$ cat config.mk
export PLATFORM = sky130hd
export DESIGN_NAME = padic_digit_expander
export DESIGN_NICKNAME = d
export VERILOG_FILES = /design/src/rtl/core/padx_pkg.sv /design/src/rtl/core/padx_div.sv /design/src/rtl/core/padic_digit_expander.sv
export SDC_FILE = /design/constraint.sdc
export NUM_CORES = 1
export LEC_CHECK = 0
export ABC_CLOCK_PERIOD_IN_PS = 2280
export BUFFER_PORTS_ARGS = -buffer_cell sky130_fd_sc_hd__buf_4
export CORE_MARGIN = 4
export CORE_UTILIZATION = 50
export DETAILED_ROUTE_END_ITERATION = 10
export GPL_TIMING_DRIVEN = 0
export HOLD_SLACK_MARGIN = 0.1
export PLACE_DENSITY_LB_ADDON = 0.2
export RECOVER_POWER = 25
export SLEW_MARGIN = 20
export SYNTH_ARGS = -nofsm -noshare
export SYNTH_HDL_FRONTEND = slang
export SYNTH_SLANG_ARGS = --single-unit
export TNS_END_PERCENT = 5
$ cat constraint.sdc
create_clock -name clk -period 2.28 [get_ports clk]
set_input_delay 0.114 -clock clk [delete_from_list [all_inputs] [get_ports clk]]
set_output_delay 0.114 -clock clk [all_outputs]
set_load 0.02 [all_outputs]
$ cat src/rtl/core/padx_pkg.sv
`timescale 1ns / 1ps
// ----------------------------------------------------------------------------
// padx_pkg
// Shared widths, reset values, state type and divider result bundle for the
// p-adic digit expander.
// ----------------------------------------------------------------------------
package padx_pkg;

    localparam int PADX_VALUE_W    = 32;
    localparam int PADX_DIGIT_W    = 8;
    localparam int PADX_POS_W      = 5;
    localparam int PADX_STEP_W     = $clog2(PADX_VALUE_W);
    localparam int PADX_MAX_DIGITS = 32;
    localparam int PADX_POS_LIMIT  = 1 << PADX_POS_W;

    localparam logic [PADX_DIGIT_W-1:0] PADX_RADIX_RESET = 8'd5;
    localparam logic [PADX_DIGIT_W-1:0] PADX_RADIX_MIN   = 8'd2;

    typedef enum logic
    {
        PADX_IDLE,
        PADX_RUN
    } padx_state_t;

    // Result of one division pass, valid while done is high.
    typedef struct packed
    {
        logic                    done;
        logic [PADX_VALUE_W-1:0] quotient;
        logic [PADX_DIGIT_W-1:0] remainder;
    } padx_div_res_t;

endpackage

$ cat src/rtl/core/padx_div.sv
`timescale 1ns / 1ps
// ----------------------------------------------------------------------------
// padx_div
// Bit-serial restoring divider: divides a 32-bit magnitude by an 8-bit radix,
// one quotient bit per cycle.
// ----------------------------------------------------------------------------
module padx_div
    import padx_pkg::*;
(
    input  logic                    clk,
    input  logic                    rst_n,
    input  logic                    start,
    input  logic [PADX_VALUE_W-1:0] dividend,
    input  logic [PADX_DIGIT_W-1:0] divisor,
    output padx_div_res_t           res
);

    localparam logic [PADX_STEP_W-1:0] LAST_STEP = PADX_STEP_W'(PADX_VALUE_W - 1);

    logic [PADX_VALUE_W-1:0] quo_reg, quo_next;
    logic [PADX_DIGIT_W-1:0] rem_reg, rem_next;
    logic [PADX_STEP_W-1:0]  step_reg, step_next;
    logic                    run_reg, run_next;
    logic                    done_reg, done_next;

    logic [PADX_DIGIT_W:0]   trial;
    logic [PADX_DIGIT_W:0]   diff;
    logic                    fits;

    // Dividend bits leave at the top while quotient bits enter at the bottom.
    assign trial = {rem_reg, quo_reg[PADX_VALUE_W-1]};
    assign diff  = trial - {1'b0, divisor};
    assign fits  = trial >= {1'b0, divisor};

    always_comb
    begin
        quo_next  = quo_reg;
        rem_next  = rem_reg;
        step_next = step_reg;
        run_next  = run_reg;
        done_next = 1'b0;
        if (start)
        begin
            quo_next  = dividend;
            rem_next  = '0;
            step_next = '0;
            run_next  = 1'b1;
        end
        else if (run_reg)
        begin
            quo_next  = {quo_reg[PADX_VALUE_W-2:0], fits};
            rem_next  = fits ? diff[PADX_DIGIT_W-1:0] : trial[PADX_DIGIT_W-1:0];
            step_next = step_reg + 1'b1;
            if (step_reg == LAST_STEP)
            begin
                run_next  = 1'b0;
                done_next = 1'b1;
            end
        end
    end

    always_ff @(posedge clk or negedge rst_n)
    begin
        if (!rst_n)
        begin
            step_reg <= '0;
            run_reg  <= 1'b0;
            done_reg <= 1'b0;
        end
        else
        begin
            step_reg <= step_next;
            run_reg  <= run_next;
            done_reg <= done_next;
        end
    end

    always_ff @(posedge clk)
    begin
        quo_reg <= quo_next;
        rem_reg <= rem_next;
    end

    assign res.done      = done_reg;
    assign res.quotient  = quo_reg;
    assign res.remainder = rem_reg;

endmodule

$ cat src/rtl/core/padic_digit_expander.sv
`timescale 1ns / 1ps
// ----------------------------------------------------------------------------
// padic_digit_expander
// Expands a signed 32-bit integer into base-p digits, least significant
// first, with p-adic negation for negative inputs.
// ----------------------------------------------------------------------------
// A request is taken when start is high and busy is low. For each digit the
// bit-serial divider makes one quotient bit per cycle, over the full 32-bit
// magnitude every time, and the block then hands the next division its start.
// A request yields between one and 32 digits and keeps busy high throughout;
// the last digit appears on the outputs in the cycle that busy falls, and a
// new request may be taken in that same cycle. Every digit is shown for
// exactly one cycle with digit_valid high and cannot be held off, so the
// receiver must take it then. The radix is written through cfg_valid/cfg_ready
// (always ready) and must only change while the block is idle; values below
// two act as two.
// ----------------------------------------------------------------------------
module padic_digit_expander
    import padx_pkg::*;
#(
    parameter int MAX_DIGITS = PADX_MAX_DIGITS
)
(
    input  logic                           clk,
    input  logic                           rst_n,
    // Request channel
    input  logic                           start,
    output logic                           busy,
    input  logic signed [PADX_VALUE_W-1:0] value,
    // Radix register write channel
    input  logic                           cfg_valid,
    output logic                           cfg_ready,
    input  logic [PADX_DIGIT_W-1:0]        radix,
    // Digit results
    output logic                           digit_valid,
    output logic [PADX_DIGIT_W-1:0]        digit,
    output logic [PADX_POS_W-1:0]          position,
    output logic                           last
);

    // A run never goes beyond MAX_DIGITS digits nor the width of position.
    localparam int LIMIT = (MAX_DIGITS < PADX_POS_LIMIT) ? MAX_DIGITS : PADX_POS_LIMIT;
    localparam logic [PADX_POS_W-1:0] LAST_POS = PADX_POS_W'(LIMIT - 1);

    padx_state_t state_reg, state_next;

    logic [PADX_DIGIT_W-1:0] radix_reg;
    logic [PADX_DIGIT_W-1:0] p_reg, p_next;
    logic                    neg_reg, neg_next;
    logic                    seen_reg, seen_next;
    logic [PADX_POS_W-1:0]   idx_reg, idx_next;

    logic                    valid_reg, valid_next;
    logic [PADX_DIGIT_W-1:0] digit_reg, digit_next;
    logic [PADX_POS_W-1:0]   pos_reg, pos_next;
    logic                    last_reg, last_next;

    logic                    div_start;
    logic [PADX_VALUE_W-1:0] div_dividend;
    padx_div_res_t           div_res;

    logic [PADX_VALUE_W-1:0] magnitude;
    logic [PADX_DIGIT_W-1:0] p_eff;
    logic [PADX_DIGIT_W-1:0] rem;
    logic                    rem_zero;
    logic                    is_last;
    logic [PADX_DIGIT_W-1:0] out_digit;

    assign cfg_ready = 1'b1;
    assign busy      = (state_reg != PADX_IDLE);

    // The most negative input negates to 2^31, which still fits unsigned.
    assign magnitude = value[PADX_VALUE_W-1] ? (PADX_VALUE_W'(0) - PADX_VALUE_W'(value))
                                             : PADX_VALUE_W'(value);
    assign p_eff     = (radix_reg < PADX_RADIX_MIN) ? PADX_RADIX_MIN : radix_reg;

    assign rem      = div_res.remainder;
    assign rem_zero = (rem == '0);
    // The run ends once nothing is left to divide, or at the digit limit.
    assign is_last  = (div_res.quotient == '0) || (idx_reg == LAST_POS);

    // p-adic negation: low zero digits stay zero, the first nonzero digit d
    // becomes p-d and every digit above it becomes p-1-d.
    always_comb
    begin
        if (!neg_reg)
        begin
            out_digit = rem;
        end
        else if (seen_reg)
        begin
            out_digit = p_reg - 1'b1 - rem;
        end
        else if (!rem_zero)
        begin
            out_digit = p_reg - rem;
        end
        else
        begin
            out_digit = '0;
        end
    end

    padx_div u_div
    (
        .clk      (clk),
        .rst_n    (rst_n),
        .start    (div_start),
        .dividend (div_dividend),
        .divisor  (p_reg),
        .res      (div_res)
    );

    always_comb
    begin
        state_next   = state_reg;
        p_next       = p_reg;
        neg_next     = neg_reg;
        seen_next    = seen_reg;
        idx_next     = idx_reg;
        valid_next   = 1'b0;
        digit_next   = digit_reg;
        pos_next     = pos_reg;
        last_next    = last_reg;
        div_start    = 1'b0;
        div_dividend = div_res.quotient;
        case (state_reg)
            PADX_IDLE:
            begin
                if (start)
                begin
                    div_start    = 1'b1;
                    div_dividend = magnitude;
                    p_next       = p_eff;
                    neg_next     = value[PADX_VALUE_W-1];
                    seen_next    = 1'b0;
                    idx_next     = '0;
                    state_next   = PADX_RUN;
                end
            end
            PADX_RUN:
            begin
                if (div_res.done)
                begin
                    valid_next = 1'b1;
                    digit_next = out_digit;
                    pos_next   = idx_reg;
                    last_next  = is_last;
                    idx_next   = idx_reg + 1'b1;
                    if (!rem_zero)
                    begin
                        seen_next = 1'b1;
                    end
                    if (is_last)
                    begin
                        state_next = PADX_IDLE;
                    end
                    else
                    begin
                        // The quotient just produced is divided again.
                        div_start = 1'b1;
                    end
                end
            end
            default:
            begin
                state_next = PADX_IDLE;
            end
        endcase
    end

    always_ff @(posedge clk or negedge rst_n)
    begin
        if (!rst_n)
        begin
            state_reg <= PADX_IDLE;
            radix_reg <= PADX_RADIX_RESET;
            neg_reg   <= 1'b0;
            seen_reg  <= 1'b0;
            idx_reg   <= '0;
            valid_reg <= 1'b0;
        end
        else
        begin
            state_reg <= state_next;
            if (cfg_valid && cfg_ready)
            begin
                radix_reg <= radix;
            end
            neg_reg   <= neg_next;
            seen_reg  <= seen_next;
            idx_reg   <= idx_next;
            valid_reg <= valid_next;
        end
    end

    always_ff @(posedge clk)
    begin
        p_reg     <= p_next;
        digit_reg <= digit_next;
        pos_reg   <= pos_next;
        last_reg  <= last_next;
    end

    assign digit_valid = valid_reg;
    assign digit       = digit_reg;
    assign position    = pos_reg;
    assign last        = last_reg;

    // Every digit lies below the radix in use for the run.
    assert property (@(posedge clk) disable iff (!rst_n)
        digit_valid |-> (digit < p_reg))
    else $error("digit not below the radix");

    // The final digit leaves the block idle.
    assert property (@(posedge clk) disable iff (!rst_n)
        (digit_valid && last) |-> (state_reg == PADX_IDLE))
    else $error("still busy on the last digit");

    // A division only finishes while a run is in progress.
    assert property (@(posedge clk) disable iff (!rst_n)
        div_res.done |-> (state_reg == PADX_RUN))
    else $error("division finished outside a run");

    // Two digits of one run never come back to back.
    assert property (@(posedge clk) disable iff (!rst_n)
        (digit_valid && !last) |=> !digit_valid)
    else $error("digits of one run too close together");

endmodule
==> metrics.txt, run 1 <==
dpl cell area=0.00579 sq mm; Die Span Y=between 100 and 150 microns; fin util=a little over three fifths; first-pass GRT wire length=19400 microns; CTS buffer count=9; starting density of the core=52.1%; diode count=0; Post-synth EDFFs=between 50 and 60; register area share after synthesis=around 46%; GRT met1 Usage=28.4%; die width=around 110 microns; final instance area=slightly above 0.006 sq mm; CP max-delay cell=dfxtp_2; grt ovf=0; Port Buffer Count=just under 60; busiest grt layer=met2; Synth Area in Compound Gates=16.9%; post-synthesis adder-cell area fraction=6.46%; DR DRC count=0; Critical Path AT=about 2.3 ns; worst clock skew=0.00921 ns; Row Count=36; largest net degree at the start of global routing=33; crit path max fanout=8; Netlist cell types=64; CP top delay family=compound AO/OA/AOI/OAI gates; Detailed Place HPWL=8690 microns; Worst R2R End=digit[7]$_DFFE_PP_; setup repair after global routing missed its margin=yes; Buf/Inv on CP=1; Yosys top cell area share=31.3%; 1st-pass router iterations=4; status=complete, no violations; power density over cell area=483 mW/mm^2; Critical Path RT=roughly 2.4 ns; simple-gate share of the synthesized area=15.7%; CTS clk-pin slew, worst paths=0.09 ns; Worst R2R Path Depth=8; Worst VDD drop=around 0.32 mV; M3 GR Usage=3.58%; Hold Worst Slack=0.141 ns; CTS Sinks=86; layout cells sized above 1=22.2%; Final min period=between 2 and 2.5 ns; CP startpoint=u_div.rem_reg[2]$_SDFFE_PP0P_; final max-slew violation count=0; Initial DRC Count=255; remaining antenna violation count=0; Skew-Pair Late Insertion Delay=roughly 0.36 ns; worst hold path type=in -> reg; end of the critical path=digit[7]$_DFFE_PP_; Tot GR Track Use=20.4%; fin crit share=a little over nine tenths; FMAX=454 MHz; Final Non-Filler Cells=742; max-cap viol count=0; final-stage net count=approximately 670; Core Region=between 0.009 and 0.01 sq mm; met2 Track Usage GR=roughly 33%; net count after synthesis=593; die area=0.0121 sq mm; slew of the pin with the lowest slew margin=1.43 ns; multiplexer area fraction after synthesis=3.35%; io pins=between 60 and 70; via count of the first global-routing pass=4100; commonest cells after routing, fill and taps aside=buf_4, nor2_1, edfxtp_1; antenna violations before repair=0; detailed-route via count=4226; Final GP Congestion=0.875; Worst path max stage delay=0.41 ns; final WL=approximately 12000 microns; number of synthesized register bits=86; Area growth, synth to finish=20.2%; largest family of logic cells by synthesized area=compound AO/OA/AOI/OAI gates; Setup violations, final=0; mapped cell area=0.00519 sq mm; Async SR Flop Fraction=27.9%; Placed Cells=715; most common cell after layout, fill and taps aside=buf_4; routed vias/inst=5.70; cell leakage power=between 2 and 3 nW; Critical R2R Launch=u_div.rem_reg[2]$_SDFFE_PP0P_; CP cell instances=inv_1 > ha_1 > a21oi_4 > nand2_1 > a21oi_1 > xnor2_1 > a32o_1 > a22o_1; crit end category=flip-flop; reg2reg setup slack=a little under 0.08 ns; syn avg cell area=9.90 sq um; CP Launch Type=flip-flop; max reg flops=32; clock root buffer=clkbuf_8; CTS tree=done; Hold Fails Final Rpt=0; H-Tree Depth=3; most common flop cell mapped by yosys=edfxtp_1; Synth area leaders=edfxtp_1, dfrtp_1, xor2_1; xor and xnor area share after synthesis=7.26%; Stages on worst setup path=8; Yosys Warn Count=0; Synth area leader=edfxtp_1; slew margin rel.=under 10%; Clock Tree Buf Depth=2; Syn Inst Count=524; drt wl/cell=16.0 microns; Crit Path Class=reg -> reg
==> stage by stage <==
stage	setup slack (ns)	power [mW]	TNS (ns)
after floorplan	0.0290	1.81	0
after global placement	-0.399	1.92	-14.45
after detailed placement	-0.422	1.93	-16.63
after CTS	0.00687	3.04	0
after global routing	-0.0796	3.13	-0.0796
final	0.0787	3.01	0
==> synth_stat cells (4+ instances only) <==
cell type / n
mux2_2: 9
o31ai_1: 7
nor2_1: 59
nand2_1: 31
nand3_1: 7
mux2i_1: 5
a211oi_1: 6
nor4_1: 13
inv_1: 25
xnor2_1: 9
a22oi_1: 4
o21ai_0: 15
nor3_1: 5
o21ai_1: 17
dfxtp_1: 8
and3_1: 5
buf_2: 5
a21oi_1: 50
dfrtp_1: 22
clkbuf_1: 21
nand4_1: 6
o221ai_1: 4
edfxtp_1: 54
ha_1: 22
xor2_1: 34
nand2b_1: 15
==> final cells by class <==
cell class | count | area (sq um)
well taps | 133 | 166
clock inverters | 7 | 80.1
multi-input cells | 384 | 2690
plain buffers | 28 | 143
repair buffers | 70 | 543
clock buffers | 9 | 124
fillers | 846 | 3720
flip-flops and latches | 86 | 2390
inverters | 25 | 93.8
==> kinds of logic (layout without fill, tap and decap cells) <==
logic type,after synthesis,count (layout)
and+or+nand+nor,163,164
adders and majority gates,25,25
xor gates and xnor gates,43,43
AOI/OAI and AO/OA,135,135
buffers and inverters,55,139
DFF,86,86
other,1,1
muxes,16,16
==> per-layer routing <==
layer  vias to the layer above  part of all wire (%)
met5                         -                     0
met4                         0                   1.0
met3                        11                   4.6
met2                       103                    48
met1                      2055                    46
li1                       2057                     -
==> what timing repair did <==
action                                  in CTS  in global routing
endpoints found under the setup margin      82                 66
gates resized for setup                     18                 24
setup buffers                                1                  1
pin swaps                                    1                  6
hold buffers                                10                  0
hold endpoints to repair                    33                  0
cloned                                       0                  1
==> how the worst min path moves through the flow <==
| stage | from | end | slack (ns) | depth (start not counted) |
|---|---|---|---|---|
| after global placement | rst_n | digit_valid$_DFF_PN0_ | 0.04 | 1 |
| after detailed placement | rst_n | digit_valid$_DFF_PN0_ | 0.05 | 1 |
| after floorplan | rst_n | busy$_DFF_PN0_ | -0.18 | 0 |
| after CTS | value[0] | u_div.quo_reg[0]$_DFFE_PP_ | 0.12 | 3 |
| final | value[0] | u_div.quo_reg[0]$_DFFE_PP_ | 0.14 | 3 |
| after global routing | value[30] | u_div.quo_reg[30]$_DFFE_PP_ | 0.14 | 3 |
==> worst reg2reg max path, stage by stage (launching register included) <==
cell,delay (ns)
dfxtp_2,0.41
inv_1,0.10
ha_1,0.41
a21oi_4,0.25
nand2_1,0.08
a21oi_1,0.17
xnor2_1,0.12
a32o_1,0.27
a22o_1,0.17
==> power by group <==
group | switching (mW) | total [mW] | internal (mW)
clock network | 0.585 | 1.11 | 0.522
logic | 0.113 | 0.233 | 0.121
registers | 0.0107 | 1.67 | 1.66
total | 0.709 | 3.01 | 2.30
(Power assumes the default switching activity.)
==> run 2, diff against run 1 <==
==> constraint.sdc (replaced) <==
create_clock -name clk -period 2.28 [get_ports clk]
set_input_delay 0.228 -clock clk [delete_from_list [all_inputs] [get_ports clk]]
set_output_delay 0.228 -clock clk [all_outputs]
set_load 0.02 [all_outputs]
==> metrics.txt, run 2 (same netlist as run 1, synthesis figures left out) <==
grt ovf=0; final worst setup slack=0.0730 ns; Detailed Place HPWL=between 8000 and 9000 microns; fin util=62.5%; Hold Fails Final Rpt=0; detailed-route via count=4222; Port Buffer Count=58; drt wl/cell=~16 microns; worst clock skew=0.00859 ns; Row Count=36; CTS buffer count=9; most common cell after layout, fill and taps aside=nor2_1; Critical Path AT=~2.3 ns; status=complete, no violations; Critical Path RT=2.40 ns; slew of the pin with the lowest slew margin=about 1.4 ns; max reg flops=32; Core Region=0.00995 sq mm; reg2reg setup slack=0.07 ns; Die Span Y=110 microns; CTS clk-pin slew, worst paths=0.09 ns; crit path max fanout=8; Setup violations, final=0; pre-CTS WS=-0.422 ns; commonest cells after routing, fill and taps aside=nor2_1, buf_4, edfxtp_1; starting density of the core=52.1%; slew margin rel.=5.11%; Hold Worst Slack=0.116 ns; largest net degree at the start of global routing=33; first-pass GRT wire length=19300 microns; H-Tree Depth=3; Critical R2R Launch=u_div.rem_reg[2]$_SDFFE_PP0P_; Tot GR Track Use=20.3%; CTS Sinks=86; antenna violations before repair=0; final WL=11800 microns; final max-slew violation count=0; cell leakage power=2.53 nW; Final min period=2.21 ns; via count of the first global-routing pass=4074; routed vias/inst=5.71; fin crit share=about 97%; Crit Path Class=reg -> reg; max-cap viol count=0; FMAX=453 MHz; worst hold path type=in -> reg; io pins=61; power density over cell area=483 mW/mm^2; CTS tree=done; Worst R2R End=digit[7]$_DFFE_PP_; Area growth, synth to finish=19.9%; die width=approximately 110 microns; die area=0.0121 sq mm; layout cells sized above 1=22.4%; crit end category=flip-flop; Initial DRC Count=217; DR DRC count=0; setup_tns=0 ns; Worst VDD drop=0.318 mV; setup repair after global routing missed its margin=yes; end of the critical path=digit[7]$_DFFE_PP_; CP Launch Type=flip-flop; remaining antenna violation count=0; final-stage net count=671; Tot Pwr=approximately 3 mW; diode count=0; Worst R2R Path Depth=8; clock root buffer=clkbuf_8; Clock Tree Buf Depth=2; Final GP Congestion=0.875; 1st-pass router iterations=4; CP startpoint=u_div.rem_reg[2]$_SDFFE_PP0P_; Skew-Pair Late Insertion Delay=0.36 ns
## run 2: where the power goes
group / leakage, nW / total [mW] / internal [mW] / switching (mW)
Sequential: 0.882 / 1.67 / 1.66 / 0.0106
Combinational: 1.55 / 0.230 / 0.118 / 0.112
Clock: 0.102 / 1.11 / 0.522 / 0.585
Total: 2.53 / 3.01 / 2.30 / 0.707
## run 2: how the worst min path moves through the flow
stage	from	to	slack (ns)	cells past startpoint
4_1_cts	radix[0]	radix_reg[0]$_DFFE_PN1P_	0.10	2
2_1_floorplan	rst_n	busy$_DFF_PN0_	-0.07	0
3_3_place_gp	rst_n	digit_valid$_DFF_PN0_	0.15	1
6_report	radix[6]	radix_reg[6]$_DFFE_PN0P_	0.12	2
5_1_grt	radix[5]	radix_reg[5]$_DFFE_PN0P_	0.10	2
3_5_place_dp	rst_n	digit_valid$_DFF_PN0_	0.16	1
## run 2: routing by layer
layer / wire length (microns) / part of all wire, % / GRT usage [%]
met4: 137 / 1.2 / 6.23
met1: 5400 / 46 / 28.3
met2: 5710 / 48 / 32.4
met5: 0 / 0 / 0
met3: 552 / 4.7 / 3.58
## run 2: what timing repair did
item / CTS / global route
resized for setup: 18 / 24
buffers inserted: 1 / 1
cloned: 0 / 1
setup endpoints to repair: 82 / 66
hold buffers: 7 / 1
pin swaps: 1 / 6
hold endpoints to repair: 30 / 1
## run 2: layout make-up
class                      instances  area, sq um
sequential                        86         2390
timing repair buffer              68          527
inverter                          25         93.8
clock inverter                     7         80.1
fill                             847         3730
tap                              133          166
multi-input combinational        384         2690
clock buffer                       9          124
buffer                            28          143
## run 2: through the flow
stage	area, sq um	instances
floorplan	5190	524
global placement	5790	715
detailed placement	5790	715
CTS	6130	738
global route	6220	740
finish	6220	740
## run 2: worst max-delay path, stage by stage (launching register included)
cell and delay (ns):
dfxtp_2 0.41, inv_1 0.09, ha_1 0.40, a21oi_4 0.25, nand2_1 0.08, a21oi_1 0.17
xnor2_1 0.12, a32o_1 0.27, a22o_1 0.17
==> run 3, diff against run 2 <==
--- a/config.mk
+++ b/config.mk
@@ -8,7 +8,7 @@
 export ABC_CLOCK_PERIOD_IN_PS = 2280
 export BUFFER_PORTS_ARGS = -buffer_cell sky130_fd_sc_hd__buf_4
 export CORE_MARGIN = 4
-export CORE_UTILIZATION = 50
+export CORE_UTILIZATION = 45
 export DETAILED_ROUTE_END_ITERATION = 10
 export GPL_TIMING_DRIVEN = 0
 export HOLD_SLACK_MARGIN = 0.1
@@ -17,5 +17,6 @@
 export SLEW_MARGIN = 20
 export SYNTH_ARGS = -nofsm -noshare
 export SYNTH_HDL_FRONTEND = slang
+export SYNTH_HIERARCHICAL = 1
 export SYNTH_SLANG_ARGS = --single-unit
 export TNS_END_PERCENT = 5
==> metrics.txt, run 3 <==
status=finished, violations left; violated checks=negative setup slack; Syn Inst Count=roughly 570; grt ovf=0; power density over cell area=1130 mW/mm^2; syn avg cell area=10.1 sq um; hold depth=2; largest net degree at the start of global routing=25; Detailed Place HPWL=slightly above 10000 microns; Setup violations, final=5; total area of sequential cells=0.00239 sq mm; area of the multi-input gates=0.00327 sq mm; most common flop cell mapped by yosys=edfxtp_1; Hold Fails Final Rpt=0; Netlist cell types=77; cell with the most instances after synthesis=nand2_1; routed vias/inst=5.78; Initial DRC Count=302; register area share after synthesis=between 40% and 50%; Worst Min Path Start=radix[6]; layout cells sized above 1=32.1%; Critical R2R Launch=p_reg[0]$_SDFFCE_PN0P_; DR DRC count=0; mapped cell area=0.00574 sq mm; crit end category=flip-flop; Synth area leaders=edfxtp_1, dfrtp_1, mux2_2; die area=0.0146 sq mm; reg2reg setup slack=-0.06 ns; H-Tree Depth=3; Yosys top cell area share=between 20 and 30%; CP startpoint=p_reg[0]$_SDFFCE_PN0P_; drt wl/cell=17.4 microns; CTS Sinks=86; Synth area leader=edfxtp_1; most common cell after layout, fill and taps aside=buf_4; top cells by count, synth=nand2_1, edfxtp_1, mux2_2; Row Count=40; Tot GR Track Use=19.8%; slew margin rel.=12.0%; pre-CTS WS=-0.492 ns; starting density of the core=46.8%; detailed-route via count=4808; final WL=14400 microns; cell leakage power=2.89 nW; die width=121 microns; net count after synthesis=636; CP Launch Type=flip-flop; antenna violations before repair=0; crit path max fanout=3; Async SR Flop Fraction=between 20% and 30%; Worst R2R Path Depth=9; max-cap viol count=0; Tot Pwr=8.11 mW; Worst VDD drop=0.597 mV; Worst R2R End=digit[4]$_DFFE_PP_; setup_tns=-0.135 ns; slew of the pin with the lowest slew margin=approximately 1.3 ns; Port Buffer Count=between 50 and 60; Critical Path RT=2.38 ns; Core Region=around 0.012 sq mm; first-pass GRT wire length=23000 microns; Post-synth EDFFs=54; fin util=about three fifths; Clock Tree Buf Depth=2; Die Span Y=roughly 120 microns; filler cell count=between 1000 and 1500; worst clock skew=0.0102 ns; CTS buffer count=9; Final min period=approximately 2.3 ns; number of synthesized register bits=86; CTS tree=done; Skew-Pair Late Insertion Delay=0.35 ns; FMAX=427 MHz; Final GP Congestion=0.933; diode count=0; Area growth, synth to finish=25.0%; CTS clk-pin slew, worst paths=approximately 0.070 ns; worst hold path type=in -> reg; final max-slew violation count=0; final worst setup slack=-0.0597 ns; io pins=just over 60; fin crit share=103%; Yosys Warn Count=6; Critical Path AT=2.44 ns; max reg flops=32; Crit Path Class=reg -> reg; 1st-pass router iterations=5; hold path endpoint=radix_reg[6]$_DFFE_PN0P_; commonest cells after routing, fill and taps aside=buf_4, nand2_1, edfxtp_1; clock root buffer=clkbuf_16; via count of the first global-routing pass=~4600; setup repair after global routing missed its margin=yes; remaining antenna violation count=0; final-stage net count=728
run 3: cell count changes after synthesis, moves of 7 or more:
| cell | before | now |
|---|---|---|
| a21oi_1 | 50 | 15 |
| nor2_1 | 59 | 25 |
| mux2_2 | 9 | 41 |
| o21ai_0 | 15 | 40 |
| nand2_1 | 31 | 55 |
| a21o_1 | 2 | 12 |
| o21ai_1 | 17 | 9 |
| buf_6 | 0 | 7 |
| nand3_1 | 7 | 14 |
run 3: metrics by stage:
step | cell area, sq um | hold slack, ns | instances
CTS | 6930 | 0.102 | 822
floorplan | 5740 | -0.0676 | 567
finish | 7170 | 0.112 | 832
global placement | 6380 | 0.145 | 792
global route | 7170 | 0.103 | 832
detailed placement | 6380 | 0.153 | 792
run 3: where the power goes:
| group | total [mW] | internal, mW | switching [mW] |
|---|---|---|---|
| Combinational | 3.56 | 1.71 | 1.84 |
| Sequential | 3.02 | 2.43 | 0.593 |
| Clock | 1.53 | 0.887 | 0.647 |
| Total | 8.11 | 5.03 | 3.08 |
run 3: worst max-delay path by stage:
stage / to / slack [ns] / cells past startpoint
5_1_grt: digit[4]$_DFFE_PP_ / -0.14 / 9
4_1_cts: digit[4]$_DFFE_PP_ / -0.05 / 9
3_3_place_gp: u_div/quo_reg[11]$_DFFE_PP_ / -0.41 / 8
6_report: digit[4]$_DFFE_PP_ / -0.06 / 9
3_5_place_dp: u_div/quo_reg[25]$_DFFE_PP_ / -0.49 / 8
2_1_floorplan: u_div/quo_reg[26]$_DFFE_PP_ / -0.16 / 7
run 3: logic make-up after synthesis:
family,share of synthesized area (%)
AOI/OAI and AO/OA,18.2
xor gates and xnor gates,5.80
adders and majority gates,5.84
buffers and inverters,5.45
DFF,41.6
muxes,8.92
other,0.0653
and+or+nand+nor,14.2
run 3: critical path, stage by stage (launching register included):
cell and delay (ns):
edfxtp_1 0.50, inv_2 0.13, ha_4 0.13, inv_2 0.03
fa_2 0.34, a21o_1 0.17, a21o_1 0.19, a221oi_2 0.28
a21oi_1 0.06, mux2_4 0.25
run 3: repair_timing:
item	in CTS	in global routing
pin swaps	13	12
endpoints found under the hold margin	25	0
resized for setup	36	31
endpoints found under the setup margin	73	77
cloned	3	2
buffers inserted	10	10
hold buffers	2	0
run 3: per-layer routing:
layer / vias up / GRT usage [%] / share of wire (%)
met3: 30 / 4.34 / 4.4
met5: - / 0 / 0
li1: 2290 / - / -
met1: 2342 / 25.2 / 43
met2: 146 / 32.7 / 50
met4: 0 / 7.93 / 2.8
run 3: final cells by class:
class | count | area share [%]
inverter | 31 | 1.67
timing repair buffer | 81 | 8.79
clock inverter | 6 | 0.959
sequential | 86 | 33.4
clock buffer | 10 | 3.33
tap | 168 | 2.93
multi-input combinational | 417 | 45.5
buffer | 33 | 3.44
